<file path="config.mk">
export PLATFORM = sky130hd
export DESIGN_NAME = selection_sort_descending_unit
export DESIGN_NICKNAME = d
export VERILOG_FILES = /design/src/rtl/sds_pkg.sv /design/src/rtl/sds_ram.sv /design/src/rtl/sds_fifo.sv /design/src/rtl/sds_front.sv /design/src/rtl/sds_back.sv /design/src/rtl/selection_sort_descending_unit.sv
export SDC_FILE = /design/constraint.sdc
export NUM_CORES = 1
export LEC_CHECK = 0
export BUFFER_PORTS_ARGS = -buffer_cell sky130_fd_sc_hd__buf_2
export CELL_PAD_IN_SITES_DETAIL_PLACEMENT = 1
export CELL_PAD_IN_SITES_GLOBAL_PLACEMENT = 2
export CORE_MARGIN = 4
export CORE_UTILIZATION = 30
export DETAILED_ROUTE_END_ITERATION = 10
export GPL_ROUTABILITY_DRIVEN = 0
export PLACE_DENSITY = 0.52
export RECOVER_POWER = 100
export SLEW_MARGIN = 20
export SYNTH_ARGS = -nofsm -noshare
export SYNTH_HDL_FRONTEND = slang
export SYNTH_HIERARCHICAL = 1
export SYNTH_SLANG_ARGS = --single-unit
export TNS_END_PERCENT = 50
</file>
<file path="constraint.sdc">
create_clock -name clk -period 4.7 [get_ports clk]
set_input_delay 1.175 -clock clk [delete_from_list [all_inputs] [get_ports clk]]
set_output_delay 1.175 -clock clk [all_outputs]
set_load 0.01 [all_outputs]
</file>
<file path="src/rtl/sds_pkg.sv">
// ----------------------------------------------------------------------------
// sds_pkg
// Shared types and constants for the descending selection sorter.
// ----------------------------------------------------------------------------
package sds_pkg;

  localparam int VAL_W   = 32;  // 16.16 unsigned fixed point
  localparam int Q_DEPTH = 4;   // front-to-back queue entries
  localparam int Q_AW    = 2;   // queue pointer width
  localparam int Q_CW    = 3;   // queue fill width (holds Q_DEPTH)

  // One classified item on its way from the front to the back.
  typedef struct packed {
    logic [VAL_W-1:0] value;
    logic             keep;       // fits in the store
    logic             dropped;    // set has lost at least one value so far
    logic             last_item;  // closes the set
  } q_entry_t;

endpackage

</file>
<file path="src/rtl/sds_ram.sv">
// ----------------------------------------------------------------------------
// sds_ram
// Generic single-write, single-read RAM with registered read data.
// ----------------------------------------------------------------------------
module sds_ram #(
  parameter int WIDTH = 32,
  parameter int DEPTH = 16
) (
  input  logic                     clk,
  input  logic                     we,
  input  logic [$clog2(DEPTH)-1:0] waddr,
  input  logic [WIDTH-1:0]         wdata,
  input  logic [$clog2(DEPTH)-1:0] raddr,
  output logic [WIDTH-1:0]         rdata
);

  logic [WIDTH-1:0] mem [DEPTH];
  logic [WIDTH-1:0] rdata_r;

  always_ff @(posedge clk) begin
    if (we) begin
      mem[waddr] <= wdata;
    end
    rdata_r <= mem[raddr];
  end

  assign rdata = rdata_r;

endmodule

</file>
<file path="src/rtl/sds_fifo.sv">
// ----------------------------------------------------------------------------
// sds_fifo
// Small register queue between the front and the back.
// ----------------------------------------------------------------------------
module sds_fifo (
  input  logic              clk,
  input  logic              rst_n,
  input  logic              push,
  input  sds_pkg::q_entry_t din,
  input  logic              pop,
  output sds_pkg::q_entry_t dout,
  output logic              empty,
  output logic              full
);

  sds_pkg::q_entry_t               slot_r [sds_pkg::Q_DEPTH];
  logic [sds_pkg::Q_AW-1:0]        wr_ptr_r, wr_ptr_nxt;
  logic [sds_pkg::Q_AW-1:0]        rd_ptr_r, rd_ptr_nxt;
  logic [sds_pkg::Q_CW-1:0]        fill_r, fill_nxt;

  assign empty = (fill_r == '0);
  assign full  = (fill_r == sds_pkg::Q_CW'(sds_pkg::Q_DEPTH));
  assign dout  = slot_r[rd_ptr_r];

  always_comb begin
    wr_ptr_nxt = wr_ptr_r;
    rd_ptr_nxt = rd_ptr_r;
    fill_nxt   = fill_r;
    if (push) begin
      wr_ptr_nxt = wr_ptr_r + 1'b1;
    end
    if (pop) begin
      rd_ptr_nxt = rd_ptr_r + 1'b1;
    end
    if (push && !pop) begin
      fill_nxt = fill_r + 1'b1;
    end else if (pop && !push) begin
      fill_nxt = fill_r - 1'b1;
    end
  end

  always_ff @(posedge clk) begin
    if (!rst_n) begin
      wr_ptr_r <= '0;
      rd_ptr_r <= '0;
      fill_r   <= '0;
    end else begin
      wr_ptr_r <= wr_ptr_nxt;
      rd_ptr_r <= rd_ptr_nxt;
      fill_r   <= fill_nxt;
    end
  end

  always_ff @(posedge clk) begin
    if (push) begin
      slot_r[wr_ptr_r] <= din;
    end
  end

  // Writer must never push into a full queue unless it drains in the same cycle.
  a_no_overrun: assert property (@(posedge clk) disable iff (!rst_n)
    !(push && full && !pop))
    else $error("sds_fifo: push while full");

endmodule

</file>
<file path="src/rtl/sds_front.sv">
// ----------------------------------------------------------------------------
// sds_front
// Input side: takes items, counts the set and marks values that overflow.
// ----------------------------------------------------------------------------
module sds_front #(
  parameter int MAX_ITEMS = 16
) (
  input  logic                        clk,
  input  logic                        rst_n,
  input  logic                        in_valid,
  output logic                        in_stall,
  input  logic [sds_pkg::VAL_W-1:0]   in_sample_value,
  input  logic                        in_final_item,
  output logic                        q_push,
  output sds_pkg::q_entry_t           q_entry,
  input  logic                        q_full
);

  localparam int CW = $clog2(MAX_ITEMS + 1);

  logic [CW-1:0] count_r, count_nxt;
  logic          ovf_r, ovf_nxt;
  logic          keep;

  assign in_stall = q_full;
  assign q_push   = in_valid && !q_full;
  assign keep     = (count_r < CW'(MAX_ITEMS));

  assign q_entry.value     = in_sample_value;
  assign q_entry.keep      = keep;
  assign q_entry.dropped   = ovf_r || !keep;
  assign q_entry.last_item = in_final_item;

  always_comb begin
    count_nxt = count_r;
    ovf_nxt   = ovf_r;
    if (q_push) begin
      if (in_final_item) begin
        count_nxt = '0;
        ovf_nxt   = 1'b0;
      end else begin
        if (keep) begin
          count_nxt = count_r + 1'b1;
        end
        ovf_nxt = ovf_r || !keep;
      end
    end
  end

  always_ff @(posedge clk) begin
    if (!rst_n) begin
      count_r <= '0;
      ovf_r   <= 1'b0;
    end else begin
      count_r <= count_nxt;
      ovf_r   <= ovf_nxt;
    end
  end

endmodule

</file>
<file path="src/rtl/sds_back.sv">
// ----------------------------------------------------------------------------
// sds_back
// Store, selection sort over the value RAM, and registered result output.
// ----------------------------------------------------------------------------
module sds_back #(
  parameter int MAX_ITEMS = 16
) (
  input  logic                        clk,
  input  logic                        rst_n,
  input  sds_pkg::q_entry_t           q_entry,
  input  logic                        q_empty,
  output logic                        q_pop,
  output logic                        out_valid,
  input  logic                        out_stall,
  output logic [sds_pkg::VAL_W-1:0]   out_sorted_value,
  output logic                        out_end_of_run,
  output logic                        out_items_dropped
);

  localparam int AW = $clog2(MAX_ITEMS);
  localparam int CW = $clog2(MAX_ITEMS + 1);

  typedef enum logic [6:0] {
    S_LOAD  = 7'b0000001,
    S_PRIME = 7'b0000010,
    S_PVAL  = 7'b0000100,
    S_SCAN  = 7'b0001000,
    S_SWAP1 = 7'b0010000,
    S_SWAP2 = 7'b0100000,
    S_ORD   = 7'b1000000
  } state_t;

  // S_ORD doubles as the wait state: a flag tells whether read data is ready.
  state_t                     state_r, state_nxt;
  logic [CW-1:0]              wr_ptr_r, wr_ptr_nxt;
  logic [CW-1:0]              n_r, n_nxt;
  logic                       run_drop_r, run_drop_nxt;
  logic [AW-1:0]              pos_r, pos_nxt;
  logic [AW-1:0]              k_r, k_nxt;
  logic [AW-1:0]              best_r, best_nxt;
  logic [AW-1:0]              oidx_r, oidx_nxt;
  logic                       ord_rdy_r, ord_rdy_nxt;
  logic [sds_pkg::VAL_W-1:0]  best_val_r, best_val_nxt;
  logic [sds_pkg::VAL_W-1:0]  pos_val_r, pos_val_nxt;

  logic                       out_valid_r, out_valid_nxt;
  logic [sds_pkg::VAL_W-1:0]  out_value_r, out_value_nxt;
  logic                       out_last_r, out_last_nxt;
  logic                       out_drop_r, out_drop_nxt;
  logic                       out_free;

  logic                       ram_we;
  logic [AW-1:0]              ram_waddr;
  logic [sds_pkg::VAL_W-1:0]  ram_wdata;
  logic [AW-1:0]              ram_raddr;
  logic [sds_pkg::VAL_W-1:0]  ram_rdata;
  logic [CW-1:0]              n_at_close;

  sds_ram #(
    .WIDTH (sds_pkg::VAL_W),
    .DEPTH (MAX_ITEMS)
  ) u_store (
    .clk   (clk),
    .we    (ram_we),
    .waddr (ram_waddr),
    .wdata (ram_wdata),
    .raddr (ram_raddr),
    .rdata (ram_rdata)
  );

  assign q_pop      = (state_r == S_LOAD) && !q_empty;
  assign out_free   = !out_valid_r || !out_stall;
  assign n_at_close = q_entry.keep ? (wr_ptr_r + 1'b1) : wr_ptr_r;

  always_comb begin
    state_nxt     = state_r;
    wr_ptr_nxt    = wr_ptr_r;
    n_nxt         = n_r;
    run_drop_nxt  = run_drop_r;
    pos_nxt       = pos_r;
    k_nxt         = k_r;
    best_nxt      = best_r;
    oidx_nxt      = oidx_r;
    ord_rdy_nxt   = 1'b0;
    best_val_nxt  = best_val_r;
    pos_val_nxt   = pos_val_r;
    out_valid_nxt = out_valid_r && out_stall;
    out_value_nxt = out_value_r;
    out_last_nxt  = out_last_r;
    out_drop_nxt  = out_drop_r;
    ram_we        = 1'b0;
    ram_waddr     = wr_ptr_r[AW-1:0];
    ram_wdata     = q_entry.value;
    ram_raddr     = oidx_r;

    case (state_r)
      S_LOAD: begin
        if (q_pop) begin
          if (q_entry.keep) begin
            ram_we     = 1'b1;
            wr_ptr_nxt = wr_ptr_r + 1'b1;
          end
          if (q_entry.last_item) begin
            n_nxt        = n_at_close;
            run_drop_nxt = q_entry.dropped;
            wr_ptr_nxt   = '0;
            pos_nxt      = '0;
            oidx_nxt     = '0;
            state_nxt    = (n_at_close >= CW'(2)) ? S_PRIME : S_ORD;
          end
        end
      end
      S_PRIME: begin
        ram_raddr = pos_r;
        state_nxt = S_PVAL;
      end
      S_PVAL: begin
        best_val_nxt = ram_rdata;
        pos_val_nxt  = ram_rdata;
        best_nxt     = pos_r;
        ram_raddr    = pos_r + 1'b1;
        k_nxt        = pos_r + 1'b1;
        state_nxt    = S_SCAN;
      end
      S_SCAN: begin
        // ram_rdata holds entry k_r; strictly greater wins, so the earliest of equal values is chosen
        if (ram_rdata > best_val_r) begin
          best_val_nxt = ram_rdata;
          best_nxt     = k_r;
        end
        ram_raddr = k_r + 1'b1;
        if (({1'b0, k_r} + CW'(1)) == n_r) begin
          state_nxt = S_SWAP1;
        end else begin
          k_nxt = k_r + 1'b1;
        end
      end
      S_SWAP1: begin
        ram_we    = 1'b1;
        ram_waddr = best_r;
        ram_wdata = pos_val_r;
        state_nxt = S_SWAP2;
      end
      S_SWAP2: begin
        ram_we    = 1'b1;
        ram_waddr = pos_r;
        ram_wdata = best_val_r;
        if (({1'b0, pos_r} + CW'(2)) >= n_r) begin
          oidx_nxt  = '0;
          state_nxt = S_ORD;
        end else begin
          pos_nxt   = pos_r + 1'b1;
          state_nxt = S_PRIME;
        end
      end
      S_ORD: begin
        ram_raddr = oidx_r;
        if (!ord_rdy_r) begin
          ord_rdy_nxt = 1'b1;
        end else if (out_free) begin
          out_valid_nxt = 1'b1;
          out_value_nxt = ram_rdata;
          out_drop_nxt  = run_drop_r;
          out_last_nxt  = (({1'b0, oidx_r} + CW'(1)) == n_r);
          if (({1'b0, oidx_r} + CW'(1)) == n_r) begin
            state_nxt = S_LOAD;
          end else begin
            oidx_nxt = oidx_r + 1'b1;
          end
        end else begin
          ord_rdy_nxt = 1'b1;
        end
      end
      default: begin
        state_nxt = S_LOAD;
      end
    endcase
  end

  always_ff @(posedge clk) begin
    if (!rst_n) begin
      state_r     <= S_LOAD;
      wr_ptr_r    <= '0;
      ord_rdy_r   <= 1'b0;
      out_valid_r <= 1'b0;
    end else begin
      state_r     <= state_nxt;
      wr_ptr_r    <= wr_ptr_nxt;
      ord_rdy_r   <= ord_rdy_nxt;
      out_valid_r <= out_valid_nxt;
    end
  end

  always_ff @(posedge clk) begin
    n_r         <= n_nxt;
    run_drop_r  <= run_drop_nxt;
    pos_r       <= pos_nxt;
    k_r         <= k_nxt;
    best_r      <= best_nxt;
    oidx_r      <= oidx_nxt;
    best_val_r  <= best_val_nxt;
    pos_val_r   <= pos_val_nxt;
    out_value_r <= out_value_nxt;
    out_last_r  <= out_last_nxt;
    out_drop_r  <= out_drop_nxt;
  end

  assign out_valid         = out_valid_r;
  assign out_sorted_value  = out_value_r;
  assign out_end_of_run    = out_last_r;
  assign out_items_dropped = out_drop_r;

  a_scan_range: assert property (@(posedge clk) disable iff (!rst_n)
    (state_r == S_SCAN) |-> (k_r > pos_r && {1'b0, k_r} < n_r))
    else $error("sds_back: scan index out of range");

  a_best_range: assert property (@(posedge clk) disable iff (!rst_n)
    (state_r == S_SCAN) |-> (best_r >= pos_r && best_r < k_r))
    else $error("sds_back: best index outside scanned window");

  a_fill_cap: assert property (@(posedge clk) disable iff (!rst_n)
    wr_ptr_r <= CW'(MAX_ITEMS))
    else $error("sds_back: store fill beyond capacity");

endmodule

</file>
<file path="src/rtl/selection_sort_descending_unit.sv">
// ----------------------------------------------------------------------------
// selection_sort_descending_unit
// Collects a set of 16.16 values, sorts it in descending order by selection
// sort and streams the sorted set out with an end mark and an overflow flag.
// ----------------------------------------------------------------------------
//
//  channel  direction  handshake          payload
//  -------  ---------  -----------------  -----------------------------------
//  in_      in         in_valid/in_stall  sample_value[31:0], final_item
//  out_     out        out_valid/out_stall sorted_value[31:0], end_of_run,
//                                          items_dropped
//
//  Steps: loading takes one value per cycle from the queue while it is not
//    empty. Each sort position is fetched (S_PRIME, S_PVAL), compared with
//    each later entry (S_SCAN) and swapped (S_SWAP1, S_SWAP2); each result is
//    read in S_ORD, all through the single read port of the value RAM.
//  Reset: rst_n is synchronous, active low; it empties the queue and the set.
//  Stalls: a four-entry queue takes up to four input transfers while the
//    back end sorts or waits on out_stall, then in_stall holds the input;
//    the output register holds a result until its transfer.
//
module selection_sort_descending_unit #(
  parameter int MAX_ITEMS = 16
) (
  input  logic        clk,
  input  logic        rst_n,
  // input channel
  input  logic        in_valid,
  output logic        in_stall,
  input  logic [31:0] in_sample_value,
  input  logic        in_final_item,
  // result channel
  output logic        out_valid,
  input  logic        out_stall,
  output logic [31:0] out_sorted_value,
  output logic        out_end_of_run,
  output logic        out_items_dropped
);

  // front -> queue
  logic              q_push;
  sds_pkg::q_entry_t q_din;
  logic              q_full;
  // queue -> back
  logic              q_pop;
  sds_pkg::q_entry_t q_dout;
  logic              q_empty;

  // Front: counts the set and tags each value kept or dropped.
  sds_front #(
    .MAX_ITEMS (MAX_ITEMS)
  ) u_front (
    .clk             (clk),
    .rst_n           (rst_n),
    .in_valid        (in_valid),
    .in_stall        (in_stall),
    .in_sample_value (in_sample_value),
    .in_final_item   (in_final_item),
    .q_push          (q_push),
    .q_entry         (q_din),
    .q_full          (q_full)
  );

  // Queue decouples the input transfer from the sort.
  sds_fifo u_queue (
    .clk   (clk),
    .rst_n (rst_n),
    .push  (q_push),
    .din   (q_din),
    .pop   (q_pop),
    .dout  (q_dout),
    .empty (q_empty),
    .full  (q_full)
  );

  // Back: stores values, sorts in place, drives the result register.
  sds_back #(
    .MAX_ITEMS (MAX_ITEMS)
  ) u_back (
    .clk               (clk),
    .rst_n             (rst_n),
    .q_entry           (q_dout),
    .q_empty           (q_empty),
    .q_pop             (q_pop),
    .out_valid         (out_valid),
    .out_stall         (out_stall),
    .out_sorted_value  (out_sorted_value),
    .out_end_of_run    (out_end_of_run),
    .out_items_dropped (out_items_dropped)
  );

endmodule

</file>
==> impl_metrics.yaml, run 1 <==
run_status:
  run_status: "finished, violations left"
  violated_checks: "capacitance limit, slew limit"
routing:
  avgViaCountPerCell: 4.844
  via_count: 15870
  ant_nets: 0
  drt-initial-drc-count: 910
  drcViolationCount: 0
  detail_route.wirelength_um: 82700
  detailedRoute.firstPassIterationCount: 5
  routedWlPerCell_um: 25.24
logic_synthesis:
  async_reset_ff_frac: 0
  yosysTopAreaCellShare: 0.7123
  synth_top_cell_by_area: "sky130_fd_sc_hd__edfxtp_1"
  synth.area.top_cells: "sky130_fd_sc_hd__edfxtp_1, sky130_fd_sc_hd__mux4_2, sky130_fd_sc_hd__dfxtp_1"
  synth.avg_cell_area_um2: 19.23
  synthesis.yosys.warnings: 6
  synth_commonest_cells: "sky130_fd_sc_hd__edfxtp_1, sky130_fd_sc_hd__mux4_2, sky130_fd_sc_hd__nand2_1"
  instance_count_of_the_mapped_netlist: 1692
  ys_seq_elements: 833
  synth_sequential_area_ratio: 0.7498
  dominantRegCellSynth: "sky130_fd_sc_hd__edfxtp_1"
  number_of_distinct_library_cell_variants_in_the_gate_level_netlist_after_synthesis: 73
  cell_with_the_most_instances_after_synthesis: "sky130_fd_sc_hd__edfxtp_1"
  synth-edff-count: 772
  post_synth_instance_area_mm2: 0.03254
  synth.net_count: 1778
power_and_ir_drop:
  power_leakage_uw: 0.01218
  internal-power_uw: 16210
  power.density_cell_area_mw_per_mm2: 614.8
  irDropWorstVdd_mv: 0.5567
  power_frac_clock: 0.313
  power_frac_seq: 0.435
  power.switching_fraction: 0.2963
  power_frac_comb: 0.253
  power_switching_uw: 6825
critical_path:
  timing.critical_path.required_ps: 4970
  reg2regPathDepth: 8
  critical_path_arrival_ps: 4280
  critical_path_class: "flop to flop"
  worstSetupStartpoint: "u_back/state_r[2]"
  startpoint_kind_of_the_worst_setup_timing_path: "flop"
  worst_path_max_delay_cell: "sky130_fd_sc_hd__and4b_1"
  r2r-start: "u_back/state_r[2]"
  critical_path_peak_fanout: 32
  critical-path-max-stage-delay_ps: 950
  series_of_cell_instances_along_the_critical_path: "nor3_1 -> and4b_1 -> nor2_4 -> nand2_1 -> nand2_1 -> nand2b_1 -> nor2_4 -> clkbuf_4"
  timing.critical_path.to_type: "flop"
place:
  numPlacedInstances: 3105
  placedInstanceArea_mm2: 0.03465
  io_buffers: 72
  place_hpwl_um: 48350
sta:
  timing.setup.tns_ps: 0
  unrepaired_setup_endpoints_after_global_routing: "no"
  clock_skew_ps: 34.48
  timing.final.max_slew_violations: 158
  final.period_utilization: 0.8535
  worst-slew-pin-transition_ps: 3051
  worst_slew_margin_rel: -1.034
  maxClockFrequency_mhz: 249.3
  setup_viol: 0
  final_hold_viol_count: 0
  min_period_ps: 4012
grt:
  grt_pass1_wl_um: 121000
  antenna_found_initial: 1
  track_usage: 0.1471
  grt_pass1_vias: 17170
  grt_overflow_total: 0
  grt_start_max_net_pins: 70
floorplan:
  dieArea_mm2: 0.1138
  design.core.area_mm2: 0.1074
  floorplan.die.height_um: 337.4
  number_of_top_level_design_ports: 73
  fp.dieW_um: 337.4
  num_rows: 120
  initial_cell_density_of_the_core: 0.3032
layout:
  antenna_cells: 0
  final_core_utilization: 0.3490
  postLayoutCellArea_mm2: 0.03746
  layout.cells.non_filler: 3276
  area_delta_synth_final_pct: 15.11
  final.fill_count: 10520
  layout-drive-gt1-share: 0.1943
  design.final.nets: 1881
clocking:
  cts-root-buf: "sky130_fd_sc_hd__clkbuf_16"
  cts_buffer_depth: 3
  clk-insertion-delay-late_ps: 660
  tritoncts_clock_tree: "done"
  clock_sink_count: 833
  cts.hold.buffers_added: 0
  cts.repair_timing.setup_buffer_count: 0
  number_of_clock_buffers_inserted_by_tritoncts: 91
  clkSlewWorstSetupHoldPaths_ps: 60
  cts_resized: 0
  htree_num_levels: 3
job:
  maxCapViolCount: 5
worst_hold_path:
  source_of_the_worst_hold_timing_path: "u_back/run_drop_r"
  timing.hold.worst_path_depth: 0
  hold_path.class: "flop to flop"
==> power groups by stage <==
stage	Combinational, uW	Sequential (uW)	Clock [uW]
2_1_floorplan	4220	9890	0
3_5_place_dp	6070	10200	0
4_1_cts	6090	10000	7440
3_3_place_gp	6000	10200	0
5_1_grt	6450	10100	7780
6_report	5820	10000	7200
==> layer usage <==
metal | vias to the layer above | track usage | wire (um) | part of all wire
li1 | 6971 | - | - | -
met1 | 8515 | 0.2005 | 37440 | 0.45
met2 | 265 | 0.2444 | 40270 | 0.49
met3 | 118 | 0.02379 | 2862 | 0.035
met4 | 0 | 0.04221 | 2130 | 0.026
met5 | - | 0 | 0 | 0
==> per-stage QoR <==
step / hold WS [ps] / setup slack, ps / power [uW]
3_5_place_dp: 408.8 / 1057 / 16260
3_3_place_gp: 408.2 / 1100 / 16170
2_1_floorplan: 400.3 / 237.7 / 14110
4_1_cts: 422.6 / 1036 / 23570
5_1_grt: 426.8 / 442.3 / 24320
6_report: 420.9 / 688.5 / 23030
==> final timing paths <==
path | endpoint | slack [ps]
setup reg to reg | u_back/u_store/mem[14][19] | 690
hold reg to reg | u_back/out_items_dropped | 420
hold / removal | u_back/out_items_dropped | 420
setup / recovery | u_back/u_store/mem[14][19] | 690
==> final cells by class <==
type / count / area (um^2) / share of cell area
Sequential cell: 833 / 24400 / 0.6515
Clock inverter: 49 / 590.6 / 0.01576
Inverter: 58 / 217.7 / 0.005812
Timing Repair Buffer: 114 / 680.7 / 0.01817
Tap cell: 1403 / 1755 / 0.04686
Clock buffer: 122 / 2455 / 0.06553
Multi-Input combinational cell: 697 / 7357 / 0.1964
==> placed cells by master (no fill, tap or decap), types with 7 or more instances in the layout <==
master and instances:
sky130_fd_sc_hd__clkinv_1 15, sky130_fd_sc_hd__clkbuf_2 7, sky130_fd_sc_hd__clkbuf_16 92, sky130_fd_sc_hd__edfxtp_1 772, sky130_fd_sc_hd__a21oi_1 21, sky130_fd_sc_hd__buf_12 9
sky130_fd_sc_hd__clkbuf_1 96, sky130_fd_sc_hd__ha_1 48, sky130_fd_sc_hd__o21ai_0 17, sky130_fd_sc_hd__a22oi_1 101, sky130_fd_sc_hd__inv_1 57, sky130_fd_sc_hd__bufinv_16 11
sky130_fd_sc_hd__xor2_1 13, sky130_fd_sc_hd__and2_0 7, sky130_fd_sc_hd__nor2_1 26, sky130_fd_sc_hd__clkinv_2 14, sky130_fd_sc_hd__a21o_1 9, sky130_fd_sc_hd__mux4_2 158
sky130_fd_sc_hd__dfxtp_1 60, sky130_fd_sc_hd__and2_1 8, sky130_fd_sc_hd__nor2_4 14, sky130_fd_sc_hd__nand3b_1 7, sky130_fd_sc_hd__buf_4 19, sky130_fd_sc_hd__nand2_1 140
sky130_fd_sc_hd__nand4_1 10, sky130_fd_sc_hd__xnor2_1 12, sky130_fd_sc_hd__mux2i_1 9, sky130_fd_sc_hd__nor2b_1 11
==> logic make-up (layout without fill, tap and decap cells) <==
logic type,count (synthesis),after routing,share of synthesized area
flops,833,833,0.7498
simple gates,273,273,0.04229
compound gates,178,178,0.03925
mux,172,172,0.1161
buf+inv,162,343,0.02668
fa+ha+maj,49,49,0.01907
xor+xnor,25,25,0.006728
==> sequential cells by signal (all words and copies together) (netlist names), named ones only <==
name,flops
u_queue/fill_r,3
u_back/best_val_r,32
u_back/out_end_of_run,1
u_back/out_valid,1
u_queue/wr_ptr_r,2
u_back/run_drop_r,1
u_back/k_r,4
u_queue/rd_ptr_r,2
u_back/out_sorted_value,32
u_front/count_r,5
u_back/u_store/mem,512
u_back/n_r,5
u_front/ovf_r,1
u_back/best_r,4
u_back/oidx_r,4
u_back/ord_rdy_r,1
u_back/state_r,7
u_back/pos_val_r,32
u_back/u_store/rdata,32
u_back/out_items_dropped,1
u_back/pos_r,4
u_back/wr_ptr_r,5
u_queue/slot_r,140
==> worst max-delay path: cells and delay by family, from the launching register on <==
family	cells	cell delay (ps)
buffers and inverters	1	720
AND/OR/NAND/NOR	7	2490
flip-flops	1	400
Note: power is estimated with default switching activity, not from simulation.
==> inputs of run 2 (changes only) <==
- CAP_MARGIN: not set -> 25
- CORE_ASPECT_RATIO: not set -> 1.2
==> run 2 against run 1 <==
- the flow still finishes with violations (capacitance limit, slew limit)
- sequential power barely moved
- clock skew shrank 0.51 ps
- combinational power up 4.1%
- flip-flop and latch count did not move
- via count is 1.4% higher
- count of clock-buffer cells in the layout grew 8
- die area hardly changed
- total power up 1.4%
- sequential share of layout area shrank 0.13 points
- global-route usage increased by 1.0 points
- largest cell class unchanged
- largest power group unchanged
==> impl_metrics.yaml, run 2 (synthesis gave the netlist of run 1 again) <==
power_and_ir_drop:
  power.density_cell_area_mw_per_mm2: 622.4
  finalPower_uw: 23360
  irDropWorstVdd_mv: 0.3246
  power_leakage_uw: 0.01225
sta:
  maxClockFrequency_mhz: 242.0
  worst_slew_margin_rel: -1.074
  clock_skew_ps: 33.98
  worst_slack_ps: 568.6
  final_hold_viol_count: 0
  timing.setup.tns_ps: 0
  unrepaired_setup_endpoints_after_global_routing: "no"
  worst-slew-pin-transition_ps: 3109
  setup_viol: 0
  final.period_utilization: 0.8790
  timing.final.max_slew_violations: 118
  min_period_ps: 4131
clocking:
  clk-insertion-delay-late_ps: 640
  number_of_clock_buffers_inserted_by_tritoncts: 91
  clkSlewWorstSetupHoldPaths_ps: 60
  cts.hold.buffers_added: 0
  cts.repair_timing.setup_buffer_count: 0
  cts_buffer_depth: 3
  htree_num_levels: 3
  cts_resized: 0
  cts-root-buf: "sky130_fd_sc_hd__clkbuf_16"
  tritoncts_clock_tree: "done"
  clock_sink_count: 833
layout:
  layout.cells.non_filler: 3296
  layout_common_cells: "sky130_fd_sc_hd__edfxtp_1, sky130_fd_sc_hd__mux4_2, sky130_fd_sc_hd__nand2_1"
  largest_register: "u_back/u_store/mem"
  reg.largest.list: "u_back/u_store/mem: 512 flops, u_queue/slot_r: 140 flops"
  layout-drive-gt1-share: 0.1955
  layout_commonest_cell: "sky130_fd_sc_hd__edfxtp_1"
  area_delta_synth_final_pct: 15.33
  largest_register_ffs: 512
  final_core_utilization: 0.3480
  design.final.nets: 1897
run_status:
  run_status: "finished, violations left"
  violated_checks: "capacitance limit, slew limit"
routing:
  detailedRoute.firstPassIterationCount: 5
  routedWlPerCell_um: 26.85
  drcViolationCount: 0
  via_count: 16090
  avgViaCountPerCell: 4.881
  detail_route.wirelength_um: 88510
  drt-initial-drc-count: 1114
  ant_nets: 0
critical_path:
  critical_path_arrival_ps: 4370
  timing.critical_path.to_type: "flop"
  critical_path_class: "flop to flop"
  critical_path_peak_fanout: 19
  timing.critical_path.required_ps: 4940
  startpoint_kind_of_the_worst_setup_timing_path: "flop"
floorplan:
  dieArea_mm2: 0.1138
  number_of_top_level_design_ports: 73
  design.core.area_mm2: 0.1078
  fp.dieW_um: 308.7
  initial_cell_density_of_the_core: 0.3018
  floorplan.die.height_um: 368.8
  num_rows: 132
grt:
  antenna_found_initial: 4
  track_usage: 0.1573
  grt_overflow_total: 0
  grt_start_max_net_pins: 53
  grt_pass1_wl_um: 128900
  grt_pass1_vias: 17650
worst_hold_path:
  hold_path.class: "flop to flop"
place:
  place_hpwl_um: 54430
  io_buffers: 72
  numPlacedInstances: 3125
  worst_slack_at_placement_ps: 946.4
job:
  maxCapViolCount: 4
## run 2: changes by cell type in the layout (fill, tap and decap cells not counted), moves of 5 or more
cell,delta
sky130_fd_sc_hd__clkinv_1,-7
sky130_fd_sc_hd__nor2_4,-6
sky130_fd_sc_hd__clkbuf_4,-6
sky130_fd_sc_hd__buf_12,+5
sky130_fd_sc_hd__clkbuf_2,+8
sky130_fd_sc_hd__nor2_1,+6
sky130_fd_sc_hd__clkbuf_1,+7
sky130_fd_sc_hd__clkbuf_8,+7
## run 2: routing by layer
metal / routed length [um] / GRT usage / up-vias
met3: 3291 / 0.02468 / 124
met2: 44510 / 0.2687 / 321
met4: 2505 / 0.05004 / 0
met1: 38210 / 0.2059 / 8640
met5: 0 / 0 / -
li1: - / - / 7003
## run 2: worst paths after layout
check,slack [ps],cells past startpoint,from,to
worst max-delay path,570,8,u_back/state_r[2],u_back/u_store/mem[3][25]
worst min-delay path,430,0,u_back/run_drop_r,u_back/out_items_dropped
worst max register to register,570,8,u_back/state_r[2],u_back/u_store/mem[3][25]
worst min register to register,430,0,u_back/run_drop_r,u_back/out_items_dropped
## run 2: through the flow
| step | cell area (um^2) | hold slack, ps |
|---|---|---|
| floorplan | 32550 | 400.3 |
| global placement | 34800 | 413.4 |
| CTS | 37950 | 430.6 |
| finish | 37530 | 428.0 |
| detailed placement | 34880 | 417.0 |
| global route | 37530 | 442.3 |
## run 2: worst max-delay path: stages, from the launching register on
cell and delay (ps):
sky130_fd_sc_hd__dfxtp_1 380, sky130_fd_sc_hd__nor3_1 560, sky130_fd_sc_hd__nand4b_1 460, sky130_fd_sc_hd__nor2_4 420, sky130_fd_sc_hd__nand2_1 150, sky130_fd_sc_hd__nand2_1 170, sky130_fd_sc_hd__or3b_2 570, sky130_fd_sc_hd__nor2_1 290
sky130_fd_sc_hd__clkbuf_2 720
## run 2: final cells by class
class	count	area, um^2
tap	1407	1760
antenna	2	5.005
fill	10610	70310
multi-input combinational	697	7272
clock inverter	39	465.4
sequential	833	24400
timing repair buffer	130	810.8
clock buffer	130	2597
inverter	58	217.7
## run 2: where the power goes
group | switching (uW) | internal [uW] | total (uW)
clock | 2930 | 4350 | 7290
combinational | 3620 | 2440 | 6060
sequential | 467 | 9540 | 10000
